## config.mk

```make
export PLATFORM = sky130hd
export DESIGN_NAME = ticket_lock_wait_slots
export DESIGN_NICKNAME = d
export VERILOG_FILES = /design/src/design/tlws_pkg.sv /design/src/design/tlws_slot_ram.sv /design/src/design/ticket_lock_wait_slots.sv
export SDC_FILE = /design/constraint.sdc
export NUM_CORES = 1
export LEC_CHECK = 0
export BUFFER_PORTS_ARGS = -buffer_cell sky130_fd_sc_hd__buf_4
export CELL_PAD_IN_SITES_DETAIL_PLACEMENT = 0
export CELL_PAD_IN_SITES_GLOBAL_PLACEMENT = 1
export CORE_ASPECT_RATIO = 1.5
export CORE_UTILIZATION = 50
export CTS_BUF_LIST = sky130_fd_sc_hd__clkbuf_8
export DETAILED_ROUTE_END_ITERATION = 10
export PLACE_DENSITY = 0.86
export SLEW_MARGIN = 20
export SYNTH_ARGS = -nofsm -noshare
export SYNTH_HDL_FRONTEND = slang
export SYNTH_HIERARCHICAL = 1
export SYNTH_SLANG_ARGS = --single-unit
```

## constraint.sdc

```tcl
create_clock -name clk -period 7.4 [get_ports clk]
set_clock_uncertainty 0.15 [all_clocks]
set_input_delay 0.74 -clock clk [delete_from_list [all_inputs] [get_ports clk]]
set_output_delay 0.74 -clock clk [all_outputs]
set_load 0.1 [all_outputs]
```

## src/design/tlws_pkg.sv

```systemverilog
// ----------------------------------------------------------------------------
// tlws_pkg
// Shared widths, codes and item types of the ticket lock with wait slots.
// ----------------------------------------------------------------------------
package tlws_pkg;

  localparam int SLOTS       = 16;
  localparam int TICKET_BITS = 16;
  localparam int TID_BITS    = 10;
  localparam int SLOT_BITS   = $clog2(SLOTS);

  typedef enum logic {
    ACT_LOCK   = 1'b0,
    ACT_UNLOCK = 1'b1
  } action_t;

  typedef enum logic [2:0] {
    ST_GRANTED    = 3'd0,
    ST_QUEUED     = 3'd1,
    ST_FULL       = 3'd2,
    ST_WOKE       = 3'd3,
    ST_NOWAIT     = 3'd4,
    ST_UNLOCK_ERR = 3'd5
  } status_t;

  typedef struct packed {
    action_t             action;
    logic [TID_BITS-1:0] thread_id;
  } in_t;

  typedef struct packed {
    status_t                status;
    logic [TICKET_BITS-1:0] ticket;
    logic                   wake_valid;
    logic [TID_BITS-1:0]    wake_thread;
  } out_t;

endpackage

```

## src/design/tlws_slot_ram.sv

```systemverilog
// ----------------------------------------------------------------------------
// tlws_slot_ram
// Wait-slot thread id store: one write port, one read port, registered read.
// ----------------------------------------------------------------------------
module tlws_slot_ram #(
  parameter int DEPTH = 16,
  parameter int WIDTH = 10
) (
  input  logic                     clk,
  input  logic                     we,
  input  logic [$clog2(DEPTH)-1:0] waddr,
  input  logic [WIDTH-1:0]         wdata,
  input  logic [$clog2(DEPTH)-1:0] raddr,
  output logic [WIDTH-1:0]         rdata
);

  logic [WIDTH-1:0] mem [DEPTH];

  always_ff @(posedge clk) begin
    if (we) begin
      mem[waddr] <= wdata;
    end
  end

  always_ff @(posedge clk) begin
    rdata <= mem[raddr];
  end

endmodule

```

## src/design/ticket_lock_wait_slots.sv

```systemverilog
// ----------------------------------------------------------------------------
// ticket_lock_wait_slots
// Ticket lock with a table of wait slots indexed by ticket modulo slot count.
//
//   channel  ports                      handshake
//   input    start, busy, in_item       taken when start high and busy low
//   result   out_valid, out_item        one-cycle strobe, cannot be held off
//
// An item is decided in its accept cycle, which also writes the slot store;
// the next cycle shows the result with the waiter read from the store's
// registered port. busy is high during that result cycle, so no new item is
// taken while a result is shown. After reset the counters are zero and all
// slots are free; the block is ready at once.
// ----------------------------------------------------------------------------
module ticket_lock_wait_slots (
  input  logic           clk,
  input  logic           rst_n,
  input  logic           start,
  output logic           busy,
  input  tlws_pkg::in_t  in_item,
  output logic           out_valid,
  output tlws_pkg::out_t out_item
);

  logic [tlws_pkg::TICKET_BITS-1:0] next_r, next_nxt;
  logic [tlws_pkg::TICKET_BITS-1:0] on_call_r, on_call_nxt;
  logic [tlws_pkg::SLOTS-1:0]       occ_r, occ_nxt;
  logic                             valid_r, valid_nxt;
  tlws_pkg::status_t                status_r, status_nxt;
  logic [tlws_pkg::TICKET_BITS-1:0] ticket_r, ticket_nxt;
  logic                             wake_r, wake_nxt;

  logic                             accept;
  logic [tlws_pkg::TICKET_BITS-1:0] gap;
  logic [tlws_pkg::TICKET_BITS-1:0] on_call_inc;
  logic [tlws_pkg::TICKET_BITS-1:0] lk_mod;
  logic [tlws_pkg::TICKET_BITS-1:0] ul_mod;
  logic [tlws_pkg::SLOT_BITS-1:0]   lk_slot;
  logic [tlws_pkg::SLOT_BITS-1:0]   ul_slot;
  logic                             ram_we;
  logic [tlws_pkg::TID_BITS-1:0]    ram_rdata;

  assign accept      = start && !busy;
  assign busy        = valid_r;
  assign gap         = next_r - on_call_r;
  assign on_call_inc = on_call_r + tlws_pkg::TICKET_BITS'(1);
  assign lk_mod      = tlws_pkg::TICKET_BITS'(next_r % tlws_pkg::SLOTS);
  assign ul_mod      = tlws_pkg::TICKET_BITS'(on_call_inc % tlws_pkg::SLOTS);
  assign lk_slot     = lk_mod[tlws_pkg::SLOT_BITS-1:0];
  assign ul_slot     = ul_mod[tlws_pkg::SLOT_BITS-1:0];

  always_comb begin
    next_nxt    = next_r;
    on_call_nxt = on_call_r;
    occ_nxt     = occ_r;
    valid_nxt   = accept;
    status_nxt  = status_r;
    ticket_nxt  = ticket_r;
    wake_nxt    = 1'b0;
    ram_we      = 1'b0;
    if (accept) begin
      unique case (in_item.action)
        tlws_pkg::ACT_LOCK: begin
          ticket_nxt = next_r;
          priority if (gap == '0) begin
            status_nxt = tlws_pkg::ST_GRANTED;
            next_nxt   = next_r + tlws_pkg::TICKET_BITS'(1);
          end else if (32'(gap) >= tlws_pkg::SLOTS || occ_r[lk_slot]) begin
            status_nxt = tlws_pkg::ST_FULL;
          end else begin
            status_nxt       = tlws_pkg::ST_QUEUED;
            next_nxt         = next_r + tlws_pkg::TICKET_BITS'(1);
            occ_nxt[lk_slot] = 1'b1;
            ram_we           = 1'b1;
          end
        end
        tlws_pkg::ACT_UNLOCK: begin
          priority if (gap == '0) begin
            status_nxt = tlws_pkg::ST_UNLOCK_ERR;
            ticket_nxt = on_call_r;
          end else if (occ_r[ul_slot]) begin
            status_nxt       = tlws_pkg::ST_WOKE;
            ticket_nxt       = on_call_inc;
            on_call_nxt      = on_call_inc;
            occ_nxt[ul_slot] = 1'b0;
            wake_nxt         = 1'b1;
          end else begin
            status_nxt  = tlws_pkg::ST_NOWAIT;
            ticket_nxt  = on_call_inc;
            on_call_nxt = on_call_inc;
          end
        end
        default: begin
          status_nxt = tlws_pkg::ST_UNLOCK_ERR;
        end
      endcase
    end
  end

  always_ff @(posedge clk) begin
    if (!rst_n) begin
      next_r    <= '0;
      on_call_r <= '0;
      occ_r     <= '0;
      valid_r   <= 1'b0;
      wake_r    <= 1'b0;
    end else begin
      next_r    <= next_nxt;
      on_call_r <= on_call_nxt;
      occ_r     <= occ_nxt;
      valid_r   <= valid_nxt;
      wake_r    <= wake_nxt;
    end
  end

  always_ff @(posedge clk) begin
    status_r <= status_nxt;
    ticket_r <= ticket_nxt;
  end

  tlws_slot_ram #(
    .DEPTH (tlws_pkg::SLOTS),
    .WIDTH (tlws_pkg::TID_BITS)
  ) u_slot_ram (
    .clk   (clk),
    .we    (ram_we),
    .waddr (lk_slot),
    .wdata (in_item.thread_id),
    .raddr (ul_slot),
    .rdata (ram_rdata)
  );

  assign out_valid            = valid_r;
  assign out_item.status      = status_r;
  assign out_item.ticket      = ticket_r;
  assign out_item.wake_valid  = wake_r;
  assign out_item.wake_thread = wake_r ? ram_rdata : '0;

  a_accept_gives_result : assert property (@(posedge clk) disable iff (!rst_n)
    accept |=> out_valid)
    else $error("accepted item gave no result");

  a_busy_blocks_accept : assert property (@(posedge clk) disable iff (!rst_n)
    out_valid |=> !out_valid)
    else $error("two results in consecutive cycles");

  a_wake_only_on_woke : assert property (@(posedge clk) disable iff (!rst_n)
    (out_valid && out_item.wake_valid) |-> (out_item.status == tlws_pkg::ST_WOKE))
    else $error("wake raised without woke status");

  a_window_bound : assert property (@(posedge clk) disable iff (!rst_n)
    32'(gap) <= tlws_pkg::SLOTS)
    else $error("tickets outstanding exceed slot window");

endmodule
```

## Word-level counts from Yosys, hierarchy flattened

Memories as Yosys holds them, arrays and structs flattened. A register that Yosys moved wholly into a read port is not among the register bits.
Cells that the tools add are included.

| storage, ports and cells | value |
|---|---|
| flip-flop bits (word level) | 69 |
| bits in latches | 0 |
| bits in writable memories | 160 |
| ROM bits | 0 |
| bits of input ports | 14 |
| memories kept | 1 |

Memory list:

| memory | words | width | rd ports | clocked after memory_dff | wr ports | line | source |
|---|---|---|---|---|---|---|---|
| u_slot_ram.mem | 16 | 10 | 1 | 1 | 1 | tlws_slot_ram.sv:17 | `logic [WIDTH-1:0] mem [DEPTH];` |

| cells by class | value |
|---|---|
| add/sub/neg operators | 3 |
| multipliers | 0 |
| div/mod/pow operators | 0 |
| magnitude comparators | 5 |
| eq/ne operators | 5 |
| shift-type cells | 0 |
| multiplexer cells | 30 |
| bitwise gates (word level) | 6 |
| reduce and logical (&&, ||, !) cells | 10 |

Operators by type and width:

| kind | number |
|---|---|
| two-way mux 16 bit | 7 |
| one-hot mux 16 bit (2 select lines) | 2 |
| adder 16 x 1 -> 16 bit, second input constant | 2 |
| AND 16 bit | 1 |
| greater-or-equal comparator 16 x 5 -> 1 bit, second input constant | 1 |
| zero test 16 bit | 1 |
| NOT 16 bit | 1 |
| bitwise OR 16 bit | 1 |
| subtractor 16 bit | 1 |
| two-way mux 1 bit | 11 |
| less-than comparator 4 x 5 -> 1 bit, second input constant | 2 |
| two-way mux 10 bit | 1 |
| binary-select mux 1 bit (select 4 bit) | 2 |
| demux 1 bit (select 4 bit) | 2 |
| greater-or-equal comparator 4 x 1 -> 1 bit, second input constant | 2 |
| two-way mux 3 bit | 2 |
| inequality test 2 bit, second input constant | 3 |
| one-hot mux 3 bit (2 select lines) | 1 |
| AND reduction 5 bit | 1 |
| two-way mux 2 bit | 2 |
| inequality test 2 x 1 -> 1 bit, second input constant | 2 |
| OR reduction 4 bit | 1 |
| logical AND 1 bit | 3 |
| NOT 1 bit | 3 |
| 4 further kinds | 4 |

## Longest topological paths before layout

| logic depth | value |
|---|---|
| depth after elaboration | 10 |
| depth in mapped cells | 16 |

## Modules after synthesis

Netlist, hierarchy kept.

Modules (own cells, without submodules):

| module | instances | cells an instance | area an instance (um2) | sequential area each (um2) |
|---|---|---|---|---|
| tlws_slot_ram | 1 | 279 | 6353.6 | 5004.8 |
| ticket_lock_wait_slots | 1 | 571 | 4854.7 | 1571.5 |

## Least setup slack after synthesis

Ideal clock, no wire load.

| timing | value |
|---|---|
| kind | register -> register |
| from | register next_r[0] (netlist bit) |
| to | memory u_slot_ram.mem[0][0], enable pin |
| library setup time | 0.390 ns |
| data arrival time | 4.598 ns |
| slack | 2.262 ns |
| cell stages (with the launch flop) | 15 |
| period minus slack after synthesis | 5.138 ns |
| cell sequence | dfxtp_1 > buf_2 > inv_1 > ha_1 > fa_1 > nor2b_1 > o31ai_1 > a211oi_1 > nor3_1 > or3_1 > and3_1 > clkbuf_1 > nor4_4 > or3b_1 > nor3_1 |

| between the ends | value |
|---|---|
| cells in the longest elaborated chain, start to end | 9 |
| elaborated cells between the ends (all ways) | 12 |
| those cells by class | add/sub: 1; order compare: 1; mux: 8; reduce/logical: 2 |

RTL lines:

| what | line | source |
|---|---|---|
| start, declared | ticket_lock_wait_slots.sv:25 | `logic [tlws_pkg::TICKET_BITS-1:0] next_r, next_nxt;` |
| start signal, assigned | ticket_lock_wait_slots.sv:108 | `next_r <= next_nxt;` |
| subtractor 16 bit / binary-select mux 1 bit (select 4 bit) (equally long branches) | ticket_lock_wait_slots.sv:45, ticket_lock_wait_slots.sv:68 |  |
| greater-or-equal comparator 16 x 5 -> 1 bit / two-way mux 1 bit (equally long branches) | ticket_lock_wait_slots.sv:68 | `end else if (32'(gap) >= tlws_pkg::SLOTS \|\| occ_r[lk_slot]) begin` |
| logical OR 1 bit | ticket_lock_wait_slots.sv:68 |  |
| two-way mux 1 bit | ticket_lock_wait_slots.sv:68 |  |
| two-way mux 1 bit (*) | ticket_lock_wait_slots.sv:65 | `priority if (gap == '0) begin` |
| two-way mux 1 bit (*) | ticket_lock_wait_slots.sv:62 | `unique case (in_item.action)` |
| two-way mux 1 bit (*) | ticket_lock_wait_slots.sv:61 | `if (accept) begin` |
| named net ram_we | ticket_lock_wait_slots.sv:40 | `logic ram_we;` |
| two-way mux 1 bit (*) | tlws_slot_ram.sv:20 | `if (we) begin` |
| two-way mux 1 bit (implied by the code) (*) | tlws_slot_ram.sv:21 | `mem[waddr] <= wdata;` |
| end, declared | tlws_slot_ram.sv:17 |  |

The timed path passes the listed nets; every way through them passes the cells marked *. The select of a mux whose other input is x is not followed.

## Worst setup path in the final report

| timing | value |
|---|---|
| from | register next_r[0] (netlist bit) |
| to | memory u_slot_ram.mem[2][0], enable pin |

The elaborated chain is that of the path after synthesis.

==> metrics.yaml <==
postSynthNetCount: 888
root_buffer: "clkbuf_8"
ys_top_cells_by_count: "edfxtp_1 (179), dfxtp_1 (60), nand2_1 (54)"
timing.final.setup_violations: 0
dp_hpwl_um: 18800
rsz0062_at_grt: "false"
seq_power_share_pct: 46.5
slew_violations: 0
area_growth_pct: 11.5
n_antenna_cell: 0
grt_pass1_vias: 7538
syn_area_sq_um: 11200
worstMarginPinSlew_ns: 0.995
fmax_mhz: 175
synth_top_area_share_pct: 48.0
period_needed_ns: 5.70
core-area_sq_um: 21800
track_usage_pct: 23.8
clk_pin_slew_ns: 0.06
overflow: 0
via_count: 7451
dieArea_sq_um: 23000
synthDistinctLibCells: 68
seq_area_frac_synth_pct: 58.7
ys.flop_type: "edfxtp_1"
routed-wl-met2_um: 14600
powerDensity_nw_per_um2: 257
p_total_uw: 3210
wl_um: 26800
drc: 0
outcome: "finished, final reports clean"
cts.htree.levels: 2
rows: 66
fin_crit_sh_pct: 77.0
switchingPower_uw: 925
pin_count: 46
clk_latency_ns: 0.54
cp.required_ns: 7.40
path_class: "reg2reg"
synth_edf_count: 179
nFillCells: 1789
drt_iter0_drc: 580
die_w_um: 124
switching_share_pct: 28.8
clock-sinks: 239
cts_buffers: 38
drtPass1Iterations: 5
postCtsSetupRepairBufs: 0
start_util_pct: 51.4
grt_pass1_wl_um: 42000
p_leak_uw: 0.00430
fp.dieH_um: 185
peakVddDrop_uv: 135
clockPowerShare_pct: 34.7
finalSetupTns_ns: 0
pwr-share-comb_pct: 18.8
gp_congestion: 0.853
synthMostInstantiatedCell: "edfxtp_1"
grt_max_degree: 47
cp.arrival_ns: 5.70
rrSetupSlack_ns: 1.70
hold_buffers: 0
cp-start-kind: "flip-flop"
synth_async_sr_flop_share_pct: 0
hold_viol_final: 0
synth-seq-cells: 239
antenna_found_initial: 0
crit_fanout: 16
syn_inst: 850
drive_above_1_share_pct: 17.3
syn_area_per_cell_sq_um: 13.2
multi_input_area_sq_um: 4300
port_buffers: 45
yosysWarnings: 6
drt.antenna.violating_nets: 0
via_per_inst: 6.19
wl_met1_um: 9820
hp-class: "reg2reg"
clock_path_buffers: 3
maxCapViolCount: 0
cts.repair.resized: 0
routed.top_layer: "met4"
end_kind: "flip-flop"
netlist_top_cells_area: "edfxtp_1 (48%), dfxtp_1 (11%), mux4_2 (7.4%)"
wl_per_cell_um: 22.3
wl_met3_um: 1150
seqCellArea_sq_um: 6580
cts_tree: "done"
layout.nets: 940
slew_headroom_pct: 33.6
yosys.area.top_type: "edfxtp_1"
p_int_uw: 2290
## worst max-delay path, cell delays in order, from the launching register on
cell and delay, ns:
dfxtp_1 0.80, inv_1 0.25, ha_1 0.28, fa_1 0.41, nor2b_1 0.16, o31ai_1 0.14, a211oi_1 0.39, nor3_1 0.11
or3_1 0.42, and3_1 0.31, nor4_4 0.76, or3b_1 0.48, nor2_1 0.64
## cells in the final DEF (no fill, tap or decap), types with 3 or more instances in the layout
| cell | count |
|---|---|
| o21ai_0 | 18 |
| clkbuf_8 | 39 |
| o22ai_1 | 4 |
| inv_1 | 35 |
| a21o_1 | 12 |
| nor2_1 | 50 |
| dfxtp_1 | 60 |
| mux4_1 | 12 |
| a31oi_1 | 21 |
| nand4_1 | 17 |
| o21a_1 | 3 |
| clkinv_1 | 10 |
| and3_1 | 11 |
| or4_1 | 8 |
| clkinv_2 | 6 |
| nand2b_1 | 11 |
| and4_1 | 3 |
| buf_4 | 56 |
| xnor2_1 | 15 |
| nor4_4 | 3 |
| nand3b_1 | 4 |
| a21oi_1 | 39 |
| nand2_1 | 54 |
| nor2b_1 | 8 |
| ha_1 | 22 |
| mux2i_1 | 10 |
| mux4_2 | 37 |
| edfxtp_1 | 179 |
| nand3_1 | 32 |
| a211oi_1 | 9 |
| or3_1 | 16 |
| o31ai_1 | 15 |
| nor3_1 | 22 |
| a22oi_1 | 22 |
| bufinv_16 | 3 |
| a311oi_1 | 3 |
| nor4_1 | 8 |
| and2_1 | 13 |
## kinds of logic (layout without fill, tap and decap cells)
kind of cell               Yosys count  in the layout  synth area share [%]
and+or+nand+nor                    267            267                  12.8
DFF                                239            239                  58.7
AOI/OAI and AO/OA                  171            171                  10.3
buffers and inverters               73            154                  2.99
muxes                               59             59                  11.1
adders and majority gates           24             24                  2.75
xor gates and xnor gates            17             17                  1.33
## worst paths after layout
path,cells after the start,from,endpoint
worst max-delay path,12,next_r[0]$_SDFFE_PN0P_,u_slot_ram/mem[2][0]$_DFFE_PP_
worst min-delay path,2,on_call_r[11]$_SDFFE_PN0P_,on_call_r[11]$_SDFFE_PN0P_
worst max register to register,12,next_r[0]$_SDFFE_PN0P_,u_slot_ram/mem[2][0]$_DFFE_PP_
worst min register to register,2,on_call_r[11]$_SDFFE_PN0P_,on_call_r[11]$_SDFFE_PN0P_
## flip-flops by register name, summed over array words and instances (netlist names)
| name | cells |
|---|---|
| u_slot_ram/mem | 160 |
| next_r | 16 |
| occ_r | 16 |
| on_call_r | 16 |
| ticket_r | 16 |
| u_slot_ram/rdata | 10 |
| status_r | 3 |
| busy | 1 |
| wake_r | 1 |
## per-layer routing
layer	vias to the layer above	global-route usage (%)
li1	3460	-
met4	0	12.8
met1	3673	25.7
met5	-	0
met2	253	44.8
met3	65	3.58
## area by class of cell
class	instances	share of cell area (%)
flip-flops and latches	239	52.6
multi-input cells	538	34.4
clock buffers	39	4.29
repair buffers	56	3.36
well taps	272	2.72
clock inverters	30	1.75
inverters	29	0.871
## power groups by stage
stage / Combinational [uW] / Clock (uW) / Sequential [uW]
floorplan: 400 / 0 / 1590
global placement: 594 / 0 / 1520
detailed placement: 604 / 0 / 1520
CTS: 605 / 1140 / 1490
global route: 642 / 1200 / 1490
finish: 603 / 1110 / 1490
## through the flow
stage	instance area [sq um]	hold slack [ns]	cells	setup slack (ns)	utilization, %
after floorplan	11200	0.282	850	2.26	-
after global placement	11700	0.307	1134	1.83	53.9
after detailed placement	11700	0.317	1134	1.73	53.9
after CTS	12500	0.330	1203	1.72	57.3
after global routing	12500	0.356	1203	1.33	57.3
final	12500	0.328	1203	1.70	57.3
Note: power is estimated with default switching activity, not from simulation.
